<file path="config.mk">
export PLATFORM = sky130hd
export DESIGN_NAME = psg_voice_command_encoder_unit
export DESIGN_NICKNAME = d
export VERILOG_FILES = /design/src/rtl/core/psg_pkg.sv /design/src/rtl/core/psg_vol_cache.sv /design/src/rtl/core/psg_encoder.sv /design/src/rtl/core/psg_out_queue.sv /design/src/rtl/core/psg_voice_command_encoder_unit.sv
export SDC_FILE = /design/constraint.sdc
export NUM_CORES = 1
export LEC_CHECK = 0
export ABC_CLOCK_PERIOD_IN_PS = 4490
export BUFFER_PORTS_ARGS = -buffer_cell sky130_fd_sc_hd__buf_4
export CAP_MARGIN = 15
export CORE_ASPECT_RATIO = 1.4
export CORE_UTILIZATION = 55
export DETAILED_ROUTE_END_ITERATION = 10
export HOLD_SLACK_MARGIN = 0.12
export PLACE_DENSITY = 0.8
export SYNTH_ARGS = -nofsm -noshare
export SYNTH_HDL_FRONTEND = slang
export SYNTH_HIERARCHICAL = 1
export SYNTH_SLANG_ARGS = --single-unit
</file>
<file path="constraint.sdc">
create_clock -name clock -period 4.49 [get_ports clock]
set_input_delay 0.898 -clock clock [delete_from_list [all_inputs] [get_ports clock]]
set_output_delay 0.898 -clock clock [all_outputs]
set_load 0.02 [all_outputs]
</file>
<file path="src/rtl/core/psg_pkg.sv">
// ----------------------------------------------------------------------------
// psg_pkg
// Shared constants, types and helpers for the PSG voice command encoder.
// ----------------------------------------------------------------------------
package psg_pkg;

   localparam int NumVoices  = 12;
   localparam int VoiceW     = 4;
   localparam int PeriodW    = 10;
   localparam int VolW       = 4;
   localparam int ChipW      = 2;
   localparam int ChanW      = 2;
   localparam int ByteW      = 8;
   localparam int NumOut     = 3;
   localparam int CountW     = 2;
   localparam int CacheIdxW  = (NumVoices > 1) ? $clog2(NumVoices) : 1;

   localparam logic [ByteW-1:0]   CmdAtten    = 8'h90;
   localparam logic [ByteW-1:0]   CmdTone     = 8'h80;
   localparam logic [VolW-1:0]    VolMax      = 4'hf;
   localparam logic [PeriodW-1:0] PeriodLoMsk = 10'h00f;
   localparam logic [PeriodW-1:0] PeriodHiMsk = 10'h3f0;

   localparam logic [CountW-1:0]  CountTone   = 2'd2;
   localparam logic [CountW-1:0]  CountFull   = 2'd3;

   typedef struct packed {
      logic            known;
      logic [VolW-1:0] vol;
   } cache_entry_type;

   typedef struct packed {
      logic [ChipW-1:0]             chip;
      logic [CountW-1:0]            count;
      logic [NumOut-1:0][ByteW-1:0] bytes;   // index 0 goes out first
      logic                         vol_write;
   } enc_result_type;

   typedef struct packed {
      logic can_load;
      logic busy;
   } queue_status_type;

   // Mirror a byte end for end (board wiring swaps bit 0 and bit 7 and so on).
   function automatic logic [ByteW-1:0] flip_byte(input logic [ByteW-1:0] v);
      logic [ByteW-1:0] r;
      for (int i = 0; i < ByteW; i++) begin
         r[i] = v[ByteW-1-i];
      end
      return r;
   endfunction

   // Chip number of a voice: three voices per chip.
   function automatic logic [ChipW-1:0] voice_chip(input logic [VoiceW-1:0] v);
      logic [ChipW-1:0] c;
      case (v)
         4'd0, 4'd1, 4'd2:   c = 2'd0;
         4'd3, 4'd4, 4'd5:   c = 2'd1;
         4'd6, 4'd7, 4'd8:   c = 2'd2;
         default:            c = 2'd3;
      endcase
      return c;
   endfunction

   // Channel on the chip: voice minus three times the chip number.
   function automatic logic [ChanW-1:0] voice_chan(input logic [VoiceW-1:0] v);
      logic [VoiceW-1:0] base;
      logic [VoiceW-1:0] diff;
      base = VoiceW'({voice_chip(v), 1'b0}) + VoiceW'(voice_chip(v));
      diff = v - base;
      return diff[ChanW-1:0];
   endfunction

endpackage

</file>
<file path="src/rtl/core/psg_vol_cache.sv">
// ----------------------------------------------------------------------------
// psg_vol_cache
// Per-voice volume cache with valid bits; an unwritten entry reads unknown.
// ----------------------------------------------------------------------------
module psg_vol_cache
   import psg_pkg::*;
(
   input  logic                 clock,
   input  logic                 reset,
   input  logic [CacheIdxW-1:0] rd_idx,
   output cache_entry_type      rd_entry,
   input  logic                 wr_en,
   input  logic [CacheIdxW-1:0] wr_idx,
   input  logic [VolW-1:0]      wr_vol
);

   logic [NumVoices-1:0] valid_ff;
   logic [VolW-1:0]      vol_ff [NumVoices];

   always_ff @(posedge clock) begin
      if (reset) begin
         valid_ff <= '0;
      end else if (wr_en) begin
         valid_ff[wr_idx] <= 1'b1;
      end
   end

   always_ff @(posedge clock) begin
      if (wr_en) begin
         vol_ff[wr_idx] <= wr_vol;
      end
   end

   // Guard the read so an out-of-range voice never indexes past the array.
   always_comb begin
      rd_entry = '0;
      if (int'(rd_idx) < NumVoices) begin
         rd_entry.known = valid_ff[rd_idx];
         rd_entry.vol   = vol_ff[rd_idx];
      end
   end

endmodule

</file>
<file path="src/rtl/core/psg_encoder.sv">
// ----------------------------------------------------------------------------
// psg_encoder
// Builds the attenuation, tone latch and tone data bytes for one voice update.
// ----------------------------------------------------------------------------
module psg_encoder
   import psg_pkg::*;
(
   input  logic [VoiceW-1:0]  voice,
   input  logic [PeriodW-1:0] tone_period,
   input  logic [VolW-1:0]    volume,
   input  cache_entry_type    cached,
   output logic               in_range,
   output enc_result_type     result
);

   logic [ChanW-1:0]   chan;
   logic [ByteW-1:0]   atten_byte;
   logic [ByteW-1:0]   latch_byte;
   logic [ByteW-1:0]   data_byte;
   logic [PeriodW-1:0] period_lo;
   logic [PeriodW-1:0] period_hi;

   assign in_range  = int'(voice) < NumVoices;
   assign chan      = voice_chan(voice);
   assign period_lo = tone_period & PeriodLoMsk;
   assign period_hi = (tone_period & PeriodHiMsk) >> 4;

   assign atten_byte = CmdAtten | {1'b0, chan, 5'b0} | {4'b0, VolMax - volume};
   assign latch_byte = CmdTone | {1'b0, chan, 5'b0} | {4'b0, period_lo[3:0]};
   assign data_byte  = {2'b0, period_hi[5:0]};

   always_comb begin
      result.chip      = voice_chip(voice);
      result.vol_write = !(cached.known && (cached.vol == volume));
      if (result.vol_write) begin
         result.count    = CountFull;
         result.bytes[0] = flip_byte(atten_byte);
         result.bytes[1] = flip_byte(latch_byte);
         result.bytes[2] = flip_byte(data_byte);
      end else begin
         result.count    = CountTone;
         result.bytes[0] = flip_byte(latch_byte);
         result.bytes[1] = flip_byte(data_byte);
         result.bytes[2] = '0;
      end
   end

endmodule

</file>
<file path="src/rtl/core/psg_out_queue.sv">
// ----------------------------------------------------------------------------
// psg_out_queue
// Result register holding the bytes of one update; drains one per transfer.
// ----------------------------------------------------------------------------
module psg_out_queue
   import psg_pkg::*;
(
   input  logic             clock,
   input  logic             reset,
   input  logic             load,
   input  enc_result_type   enc,
   output queue_status_type status,
   output logic             rsp_valid,
   input  logic             rsp_ready,
   output logic [ChipW-1:0] rsp_chip_select,
   output logic [ByteW-1:0] rsp_command_byte,
   output logic             rsp_last
);

   logic [CountW-1:0]            num_ff, num_in;
   logic [ChipW-1:0]             chip_ff, chip_in;
   logic [NumOut-1:0][ByteW-1:0] bytes_ff, bytes_in;
   logic                         pop;

   assign pop = (num_ff != '0) && rsp_ready;

   assign status.can_load = (num_ff == '0) || ((num_ff == CountW'(1)) && rsp_ready);
   assign status.busy     = (num_ff != '0);

   always_comb begin
      num_in   = num_ff;
      chip_in  = chip_ff;
      bytes_in = bytes_ff;
      if (load) begin
         num_in   = enc.count;
         chip_in  = enc.chip;
         bytes_in = enc.bytes;
      end else if (pop) begin
         num_in   = num_ff - CountW'(1);
         for (int i = 0; i < NumOut - 1; i++) begin
            bytes_in[i] = bytes_ff[i+1];
         end
      end
   end

   always_ff @(posedge clock) begin
      if (reset) begin
         num_ff <= '0;
      end else begin
         num_ff <= num_in;
      end
   end

   always_ff @(posedge clock) begin
      chip_ff  <= chip_in;
      bytes_ff <= bytes_in;
   end

   assign rsp_valid        = status.busy;
   assign rsp_chip_select  = chip_ff;
   assign rsp_command_byte = bytes_ff[0];
   assign rsp_last         = (num_ff == CountW'(1));

endmodule

</file>
<file path="src/rtl/core/psg_voice_command_encoder_unit.sv">
// ----------------------------------------------------------------------------
// psg_voice_command_encoder_unit
// Turns voice updates into bit-reversed command bytes for four sound chips.
// ----------------------------------------------------------------------------
//
//   channel | direction | ports                                    | moves
//   --------+-----------+------------------------------------------+-------------
//   req     | in        | req_voice, req_tone_period, req_volume   | one update
//   rsp     | out       | rsp_chip_select, rsp_command_byte,       | one byte
//           |           | rsp_last                                 |
//
// An update waits in the input register while the encoder builds its bytes,
// then moves into the result register and leaves as two or three byte
// transfers, one per cycle while rsp is ready; the result register drains
// one byte per transfer. An update for a voice beyond the last is dropped
// with no bytes. Reset empties both registers and marks every cached volume
// unknown at once. A stall on rsp holds the result register and backs up
// into the input register; the next update is taken on the cycle the final
// byte of the previous one is transferred.
//
module psg_voice_command_encoder_unit
   import psg_pkg::*;
(
   input  logic               clock,
   input  logic               reset,
   input  logic               req_valid,
   output logic               req_ready,
   input  logic [VoiceW-1:0]  req_voice,
   input  logic [PeriodW-1:0] req_tone_period,
   input  logic [VolW-1:0]    req_volume,
   output logic               rsp_valid,
   input  logic               rsp_ready,
   output logic [ChipW-1:0]   rsp_chip_select,
   output logic [ByteW-1:0]   rsp_command_byte,
   output logic               rsp_last
);

   // Input register.
   logic               in_valid_ff;
   logic [VoiceW-1:0]  voice_ff;
   logic [PeriodW-1:0] period_ff;
   logic [VolW-1:0]    vol_ff;

   logic               in_range;
   logic               in_adv;
   logic               load;
   logic               req_xfer;
   cache_entry_type    cached;
   enc_result_type     enc;
   queue_status_type   qstat;

   // Advance the input register: drop an out-of-range voice outright, load an
   // in-range one once the result register frees up.
   assign load      = in_valid_ff && in_range && qstat.can_load;
   assign in_adv    = in_valid_ff && (!in_range || qstat.can_load);
   assign req_ready = !in_valid_ff || in_adv;
   assign req_xfer  = req_valid && req_ready;

   always_ff @(posedge clock) begin
      if (reset) begin
         in_valid_ff <= 1'b0;
      end else if (req_ready) begin
         in_valid_ff <= req_valid;
      end
   end

   always_ff @(posedge clock) begin
      if (req_xfer) begin
         voice_ff  <= req_voice;
         period_ff <= req_tone_period;
         vol_ff    <= req_volume;
      end
   end

   // Cache is written as the update moves into the result register, so the
   // next update read from the input register always sees it.
   psg_vol_cache u_cache (
      .clock    (clock),
      .reset    (reset),
      .rd_idx   (voice_ff[CacheIdxW-1:0]),
      .rd_entry (cached),
      .wr_en    (load && enc.vol_write),
      .wr_idx   (voice_ff[CacheIdxW-1:0]),
      .wr_vol   (vol_ff)
   );

   psg_encoder u_encoder (
      .voice       (voice_ff),
      .tone_period (period_ff),
      .volume      (vol_ff),
      .cached      (cached),
      .in_range    (in_range),
      .result      (enc)
   );

   psg_out_queue u_queue (
      .clock            (clock),
      .reset            (reset),
      .load             (load),
      .enc              (enc),
      .status           (qstat),
      .rsp_valid        (rsp_valid),
      .rsp_ready        (rsp_ready),
      .rsp_chip_select  (rsp_chip_select),
      .rsp_command_byte (rsp_command_byte),
      .rsp_last         (rsp_last)
   );

   // A transfer that is not the final byte of an update leaves more to send.
   a_more_follows: assert property (@(posedge clock) disable iff (reset)
      (rsp_valid && rsp_ready && !rsp_last) |=> rsp_valid)
      else $error("byte stream ended before last");

   // A dropped voice never stalls the input side.
   a_drop_no_stall: assert property (@(posedge clock) disable iff (reset)
      (in_valid_ff && !in_range) |-> req_ready)
      else $error("out-of-range voice stalled input");

   // A load always starts a fresh update of two or three bytes.
   a_load_fresh: assert property (@(posedge clock) disable iff (reset)
      load |=> (rsp_valid && !rsp_last))
      else $error("loaded update too short");

   // The chip port stays fixed across the bytes of one update.
   a_chip_steady: assert property (@(posedge clock) disable iff (reset)
      (rsp_valid && rsp_ready && !rsp_last) |=> $stable(rsp_chip_select))
      else $error("chip select changed inside an update");

endmodule
</file>
; ---- After elaboration in Yosys (flattened, before gate mapping)
; Memory sizes are Yosys's and may differ from the RTL's. A register that Yosys moved wholly into a read port is not among the register bits.
; Index checks and enable logic that the tools add are counted.
[totals]
memories = 4
latchBits = 0
reg_bits = 57
rom_bits = 96
ram_bits = 48
word_cells = 59
output_inout_bits = 13
inputBits = 22
[op_classes]
shifts = 0
n_div = 0
bitwise_logic = 3
magnitude_cmp = 3
addsub = 4
reduce_logical = 18
mux = 15
mul = 0
eq_ne = 2
[mem_list]
columns = name, depth, width, rd, rd_clocked_by_memory_dff, write_ports, line_no
row1 = u_cache.vol_ff, 12, 4, 1, 1, 1, psg_vol_cache.sv:18  ; logic [VolW-1:0] vol_ff [NumVoices];
row2 = (no name shown), 16, 2, 1, 1, 0, psg_pkg.sv:56  ; case (v)
row3 = (no name shown), 16, 2, 1, 1, 0, psg_pkg.sv:56
row4 = (no name shown), 16, 2, 1, 1, 0, psg_pkg.sv:56
[ops]
columns = operator, count
row1 = $mux W16, 2
row2 = $mux W25, 1
row3 = $or A8 B4 Y8, 2
row4 = $mux W4, 3
row5 = $or A12 B12 Y12, 1
row6 = $logic_and A1 B1 Y1, 9
row7 = $lt A4 B5 Y1 const B, 1
row8 = $mux W5, 1
row9 = $bmux W1 S4, 1
row10 = $demux W1 S4, 1
row11 = $eq A4 B4 Y1, 1
row12 = $ge A4 B1 Y1 const B, 1
row13 = $lt A4 B4 Y1 const B, 1
row14 = $mux W1, 4
row15 = $mux W2, 2
row16 = $reduce_bool A2 Y1, 2
row17 = $sub A4 B4 Y4 const A, 1
row18 = $logic_not A1 Y1, 3
row19 = $logic_or A1 B1 Y1, 3
row20 = $add A2 B2 Y2, 1
row21 = $eq A2 B1 Y1 const B, 1
row22 = $logic_not A2 Y1, 1
row23 = $sub A2 B1 Y2 const B, 1
row24 = $sub A2 B2 Y2, 1

; ---- Longest topological paths before layout
; Gate-level depths: netlist (run 1).
[depth]
depth_word = 9
depth_mapped = 14
mapped_depth_nobuf = 11

; ---- By module
; Netlist (run 1), hierarchy kept.
[modules_own_cells]
columns = mod, cells_per_inst, seq_area_each_um2, instances, area_each_um2
row1 = psg_vol_cache, 149, 1681.6, 1, 2462.4
row2 = psg_out_queue, 72, 820.8, 1, 1232.4
row3 = psg_voice_command_encoder_unit, 25, 560.5, 1, 595.6
row4 = psg_encoder, 58, 0.0, 1, 434.2

; ---- Worst setup path before layout (run 1)
; Ideal clock, no wire load.
[synth_timing]
path_kind = register to register
from = reg voice_ff[1]
to = mem u_cache.vol_ff[0][0], enable pin
period_less_slack_ps = 3526
stages_incl_launch_ff = 14
setup_time_ps = 361
path_buffers = 3
required_ps = 4129
t_arrival_ps = 3165
path_slack_ps = 964
path_cell_list = edfxtp_1 buf_6 buf_12 mux4_2 a22oi_1 o21ai_1 xnor2_1 nand4_1 nor2_4 buf_6 inv_1 and2_1 or3b_2 nor3_1
[synth_rtl]
columns = element, line_no
row1 = start: declaration, psg_voice_command_encoder_unit.sv:40  ; logic [VoiceW-1:0] voice_ff;
row2 = start signal: assignment, psg_voice_command_encoder_unit.sv:69  ; voice_ff <= req_voice;
row3 = end: declaration, psg_vol_cache.sv:18

==> results of run 1 <==
-- worst register-to-register path: stages, from the launching register on --
cell and delay (ns):
edfxtp_1 0.91, mux4_1 0.67, a22oi_1 0.20, o21ai_1 0.14, xor2_1 0.27, nor2_4 0.15, inv_1 0.16, and2_1 0.27
or3b_2 0.51, nor3_1 0.46
-- where the power goes --
group	switching, mW	total [mW]	internal [mW]
clock network	0.341	0.890	0.548
registers	0.0364	1.21	1.17
logic	0.184	0.341	0.157
-- cells in the final DEF (no fill, tap or decap), types with 4 or more instances in the layout --
| cell type | count |
|---|---|
| o21ai_1 | 4 |
| nand2_1 | 5 |
| nand2b_1 | 4 |
| buf_4 | 42 |
| nor3_1 | 5 |
| edfxtp_1 | 92 |
| a22oi_1 | 4 |
| nor2b_1 | 9 |
| mux2i_1 | 5 |
| nand3b_1 | 4 |
| mux2_1 | 8 |
| mux4_1 | 10 |
| mux4_2 | 5 |
| conb_1 | 4 |
| a21oi_1 | 16 |
| mux2_2 | 5 |
| nor2_1 | 24 |
| ha_1 | 5 |
| dfxtp_1 | 15 |
| mux2_4 | 8 |
| clkbuf_16 | 9 |
| inv_1 | 16 |
| xnor2_1 | 5 |
-- state kept, by name, indices dropped and copies added, names as in the netlist --
name,cells
u_queue/bytes_ff,16
in_valid_ff,1
period_ff,10
u_cache/vol_ff,48
vol_ff,4
voice_ff,4
u_cache/valid_ff,12
u_queue/rsp_command_byte,8
u_queue/num_ff,2
u_queue/rsp_chip_select,2
-- layout make-up --
type / count / area (µm²)
sequential: 107 / 3063
fill: 555 / 2942
multi-input combinational: 156 / 1393
timing repair buffer: 42 / 315.3
clock buffer: 9 / 225.2
tap: 102 / 127.6
clock inverter: 7 / 121.4
inverter: 16 / 60.06
-- layer usage --
layer | wire length [µm] | part of all wire | up-vias
li1 | - | - | 1172
met1 | 3070 | 0.37 | 1238
met2 | 4533 | 0.55 | 80
met5 | 0 | 0 | -
met4 | 280 | 0.034 | 0
met3 | 400 | 0.048 | 16
-- metrics by stage --
stage	power [mW]	util	area [µm²]
3_5_place_dp	1.573	0.6013	4959
6_report	2.438	0.6433	5305
2_1_floorplan	1.483	-	4725
3_3_place_gp	1.558	0.6013	4959
5_1_grt	2.524	0.6433	5305
4_1_cts	2.457	0.6433	5305
-- worst paths after layout --
check,startpoint,endpoint
worst min register to register,u_cache/valid_ff[5],u_cache/valid_ff[5]
worst max-delay path,voice_ff[1],u_cache/vol_ff[0][3]
worst min-delay path,u_cache/valid_ff[5],u_cache/valid_ff[5]
worst max register to register,voice_ff[1],u_cache/vol_ff[0][3]
==> results.toml, run 1 <==
[global_route]
gr-usage-all-layers = 0.2101
grt_pass1_wl_mm = 13.43
grt_pass1_vias = 2636
use_met2 = 0.3601
met3_usage = 0.03770
antenna_found_initial = 0
grt_start_max_net_pins = 30
gr-total-overflow = 0
busiest_layer = "met2"
gr-usage-met1 = 0.2441

[power_and_ir_drop]
vdd_drop_max_mv = 0.3382
powerDensity_mw_per_mm2 = 459.6
cellLeakagePower_nw = 1.933

[critical_path]
cp.buffers_inverters = 1
cp-end-kind = "register"
crit_family = "simple AND/OR/NAND/NOR gates"
slowest_delay_ns = 0.91
crit_fanout = 19
crit_cells = 9
crit_chain = "mux4_1, a22oi_1, o21ai_1, xor2_1, nor2_4, inv_1, and2_1, or3b_2, nor3_1"
reg2reg_slack_ns = 0.40
crit_type = "reg2reg"
cpMaxStageDelayCell = "edfxtp_1"
crit_arrival_ns = 4.08
critPathLaunchType = "register"
reg2reg_depth = 9
required_ns = 4.47

[detailed_routing]
num_vias = 2506
drc = 0
postRouteAntennaNets = 0
drt_wl_total_mm = 8.284
dr.pass1.iters = 4
via_per_inst = 5.708
first_iter_violations = 170
wl_per_cell_um = 18.87

[yosys]
synth_warnings = 6
synth_area_mm2 = 0.004717
synth_area_per_cell_um2 = 15.57
syn_inst = 303

[clock_network]
post_cts_buffers = 0
cts_tree = "yes"
clock-sinks = 107
cts_root_buffer = "clkbuf_16"
htree_levels = 3
cts_buffer_depth = 2
clkTransAtPathRegs_ns = 0.07
insertion_delay_ns = 0.34
ctsResizeCount = 0
cts_hold_buf = 0
numCtsBuffers = 9

[sta]
setup_tns_ns = 0
holdWs_ns = 0.4675
fin_crit_sh = 0.9119
setup_slack_ns = 0.3954
worst-slew-pin-transition_ns = 0.8470
slew_violations = 0
clock.fmax_ghz = 0.2442
skew_ns = 0.007593
grt_setup_unrepaired = "no"
period_minus_slack_ns = 4.095
relSlewSlack = 0.4353
final_hold_viol_count = 0
report.final.setup_viol = 0

[floorplanning]
die_h_um = 111.6
chipWidth_um = 80.27
initial_utilization = 0.5720
rows = 39
ioPinCount = 35
die_area_mm2 = 0.008956
core-area_mm2 = 0.008247

[final_layout]
drive_gt1_frac = 0.2433
antenna_cells = 0
layout.cells.non_filler = 439
nets = 359
syn2layout_area_growth_pct = 12.47

[worst_hold_path]
hp-class = "reg2reg"
holdPathStages = 2

[placed_design]
dp.cells = 423
port_buffers = 34
dp.final_hpwl_mm = 5.728
gp_congestion = 0.8589
place_ws_ns = 0.4205

[outcome]
status = "finished, final reports clean"

[job]
max_cap_violations = 0
No activity file was read; power rests on OpenSTA's default activity.
==> inputs of run 2 (changes only) <==
--- a/config.mk
+++ b/config.mk
@@ -9,10 +9,10 @@
 export BUFFER_PORTS_ARGS = -buffer_cell sky130_fd_sc_hd__buf_4
 export CAP_MARGIN = 15
 export CORE_ASPECT_RATIO = 1.4
-export CORE_UTILIZATION = 55
+export CORE_UTILIZATION = 50
 export DETAILED_ROUTE_END_ITERATION = 10
 export HOLD_SLACK_MARGIN = 0.12
-export PLACE_DENSITY = 0.8
+export PLACE_DENSITY = 0.74
 export SYNTH_ARGS = -nofsm -noshare
 export SYNTH_HDL_FRONTEND = slang
 export SYNTH_HIERARCHICAL = 1
==> run 2 against run 1 <==
Net effect:
- maximum frequency down 3.3%
- clock power down 14%
- clock-buffer cell count up 4
- via count down 0.84%
- critical endpoint is now u_cache/vol_ff[0][1]
==> results.toml, run 2 (synthesis gave the netlist of run 1 again) <==
[detailed_routing]
first_iter_violations = 211
wl_per_cell_um = 19.47
dr.pass1.iters = 4
num_vias = 2485
drc = 0
via_per_inst = 5.609
drt_wl_total_mm = 8.624
postRouteAntennaNets = 0

[job]
max_cap_violations = 0

[sta]
fin_crit_sh = 0.9426
relSlewSlack = 0.3696
period_minus_slack_ns = 4.232
worst-slew-pin-transition_ns = 0.9455
grt_setup_unrepaired = "no"
report.final.setup_viol = 0
clock.fmax_ghz = 0.2363
setup_tns_ns = 0
final_hold_viol_count = 0
skew_ns = 0.008908
slew_violations = 0

[clock_network]
cts_root_buffer = "clkbuf_16"
post_cts_buffers = 0
cts_hold_buf = 0
cts_buffer_depth = 2
clock-sinks = 107
htree_levels = 3
cts_tree = "yes"
insertion_delay_ns = 0.35
numCtsBuffers = 9
clkTransAtPathRegs_ns = 0.07
ctsResizeCount = 0

[power_and_ir_drop]
vdd_drop_max_mv = 0.3796
powerDensity_mw_per_mm2 = 442.0
cellLeakagePower_nw = 1.901

[global_route]
gr-usage-all-layers = 0.1890
grt_pass1_vias = 2529
grt_pass1_wl_mm = 13.46
grt_start_max_net_pins = 30
gr-total-overflow = 0
antenna_found_initial = 0

[worst_hold_path]
hp-class = "reg2reg"
holdPathStages = 2

[final_layout]
regArea_mm2 = 0.003063
largest_register_ffs = 48
multi_input_area_mm2 = 0.001393
nets = 358
final_common_cell = "edfxtp_1"
syn2layout_area_growth_pct = 11.25
top_register = "u_cache/vol_ff"
antenna_cells = 0
layout.cells.non_filler = 443
fillerInstances = 687
final_cell_mix = "edfxtp_1 (92), buf_4 (41), nor2_1 (24)"
top_regs = "u_cache/vol_ff (48), u_queue/bytes_ff (16), u_cache/valid_ff (12)"
drive_gt1_frac = 0.2321

[critical_path]
crit_type = "reg2reg"
crit_arrival_ns = 4.22
reg2reg_depth = 10
critPathLaunchType = "register"
cpMaxStageDelayCell = "edfxtp_1"
cp-end-kind = "register"
crit_chain = "mux4_1, a22oi_1, o21ai_1, xnor2_1, nand4_1, nor2_4, inv_1, and2_1, or3b_2, nor3_1"
crit_cells = 10
slowest_delay_ns = 0.97
crit_fanout = 20
crit_family = "simple AND/OR/NAND/NOR gates"
cp.buffers_inverters = 1
required_ns = 4.48

[placed_design]
dp.cells = 427
port_buffers = 34
dp.final_hpwl_mm = 5.868
gp_congestion = 0.7779

[floorplanning]
initial_utilization = 0.5195
chipWidth_um = 84.09
rows = 41
die_area_mm2 = 0.009832
die_h_um = 116.9
ioPinCount = 35
core-area_mm2 = 0.009080

[outcome]
status = "finished, final reports clean"
## run 2: cell types whose count changed in the layout (fill, tap and decap cells not counted), sizes merged
cell	delta
inv	-2
buf	-1
bufinv	-2
clkbuf	+4
## run 2: path summary, 6_finish.rpt
kind	to	slack (ns)	from
worst min-delay path	u_cache/valid_ff[7]	0.47	u_cache/valid_ff[7]
worst max-delay path	u_cache/vol_ff[0][1]	0.26	voice_ff[1]
worst max register to register	u_cache/vol_ff[0][1]	0.26	voice_ff[1]
worst min register to register	u_cache/valid_ff[7]	0.47	u_cache/valid_ff[7]
## run 2: cell type report
class,count,area share
clock buffers,13,0.04769
clock inverters,3,0.007630
inverters,16,0.01144
multi-input cells,156,0.2654
flip-flops and latches,107,0.5837
well taps,107,0.02551
repair buffers,41,0.05866
## run 2: metrics by stage
step	worst slack, ns	total power [mW]	area [µm²]	utilization	hold slack (ns)
after global placement	0.5789	1.561	4957	0.5460	0.4389
after floorplan	0.9638	1.483	4725	-	0.4284
after global routing	0.08889	2.396	5248	0.5779	0.5037
final	0.2578	2.319	5248	0.5779	0.4672
after CTS	0.3177	2.332	5248	0.5779	0.4687
after detailed placement	0.3484	1.571	4957	0.5460	0.4524
## run 2: layer usage
layer  up-vias  routed length, µm  GRT usage
met5         -                  0          0
met4         0                305     0.1172
met3        20                281    0.01964
met2        67               4651     0.3536
met1      1227               3385     0.2081
li1       1171                  -          -
## run 2: power by group
| group | switching (mW) | leakage (nW) | internal, mW |
|---|---|---|---|
| Clock | 0.321 | 0.144 | 0.446 |
| Sequential | 0.0437 | 0.971 | 1.17 |
| Combinational | 0.180 | 0.786 | 0.156 |
| Total | 0.545 | 1.90 | 1.77 |
## run 2: worst reg2reg max path, delay by kind of cell, from the launching register on
kind,cells,cell delay [ns]
XOR/XNOR,1,0.14
AND/OR/NAND/NOR,5,1.60
flip-flops,1,0.97
multiplexers,1,0.66
buffers and inverters,1,0.14
AO/OA/AOI/OAI,2,0.37
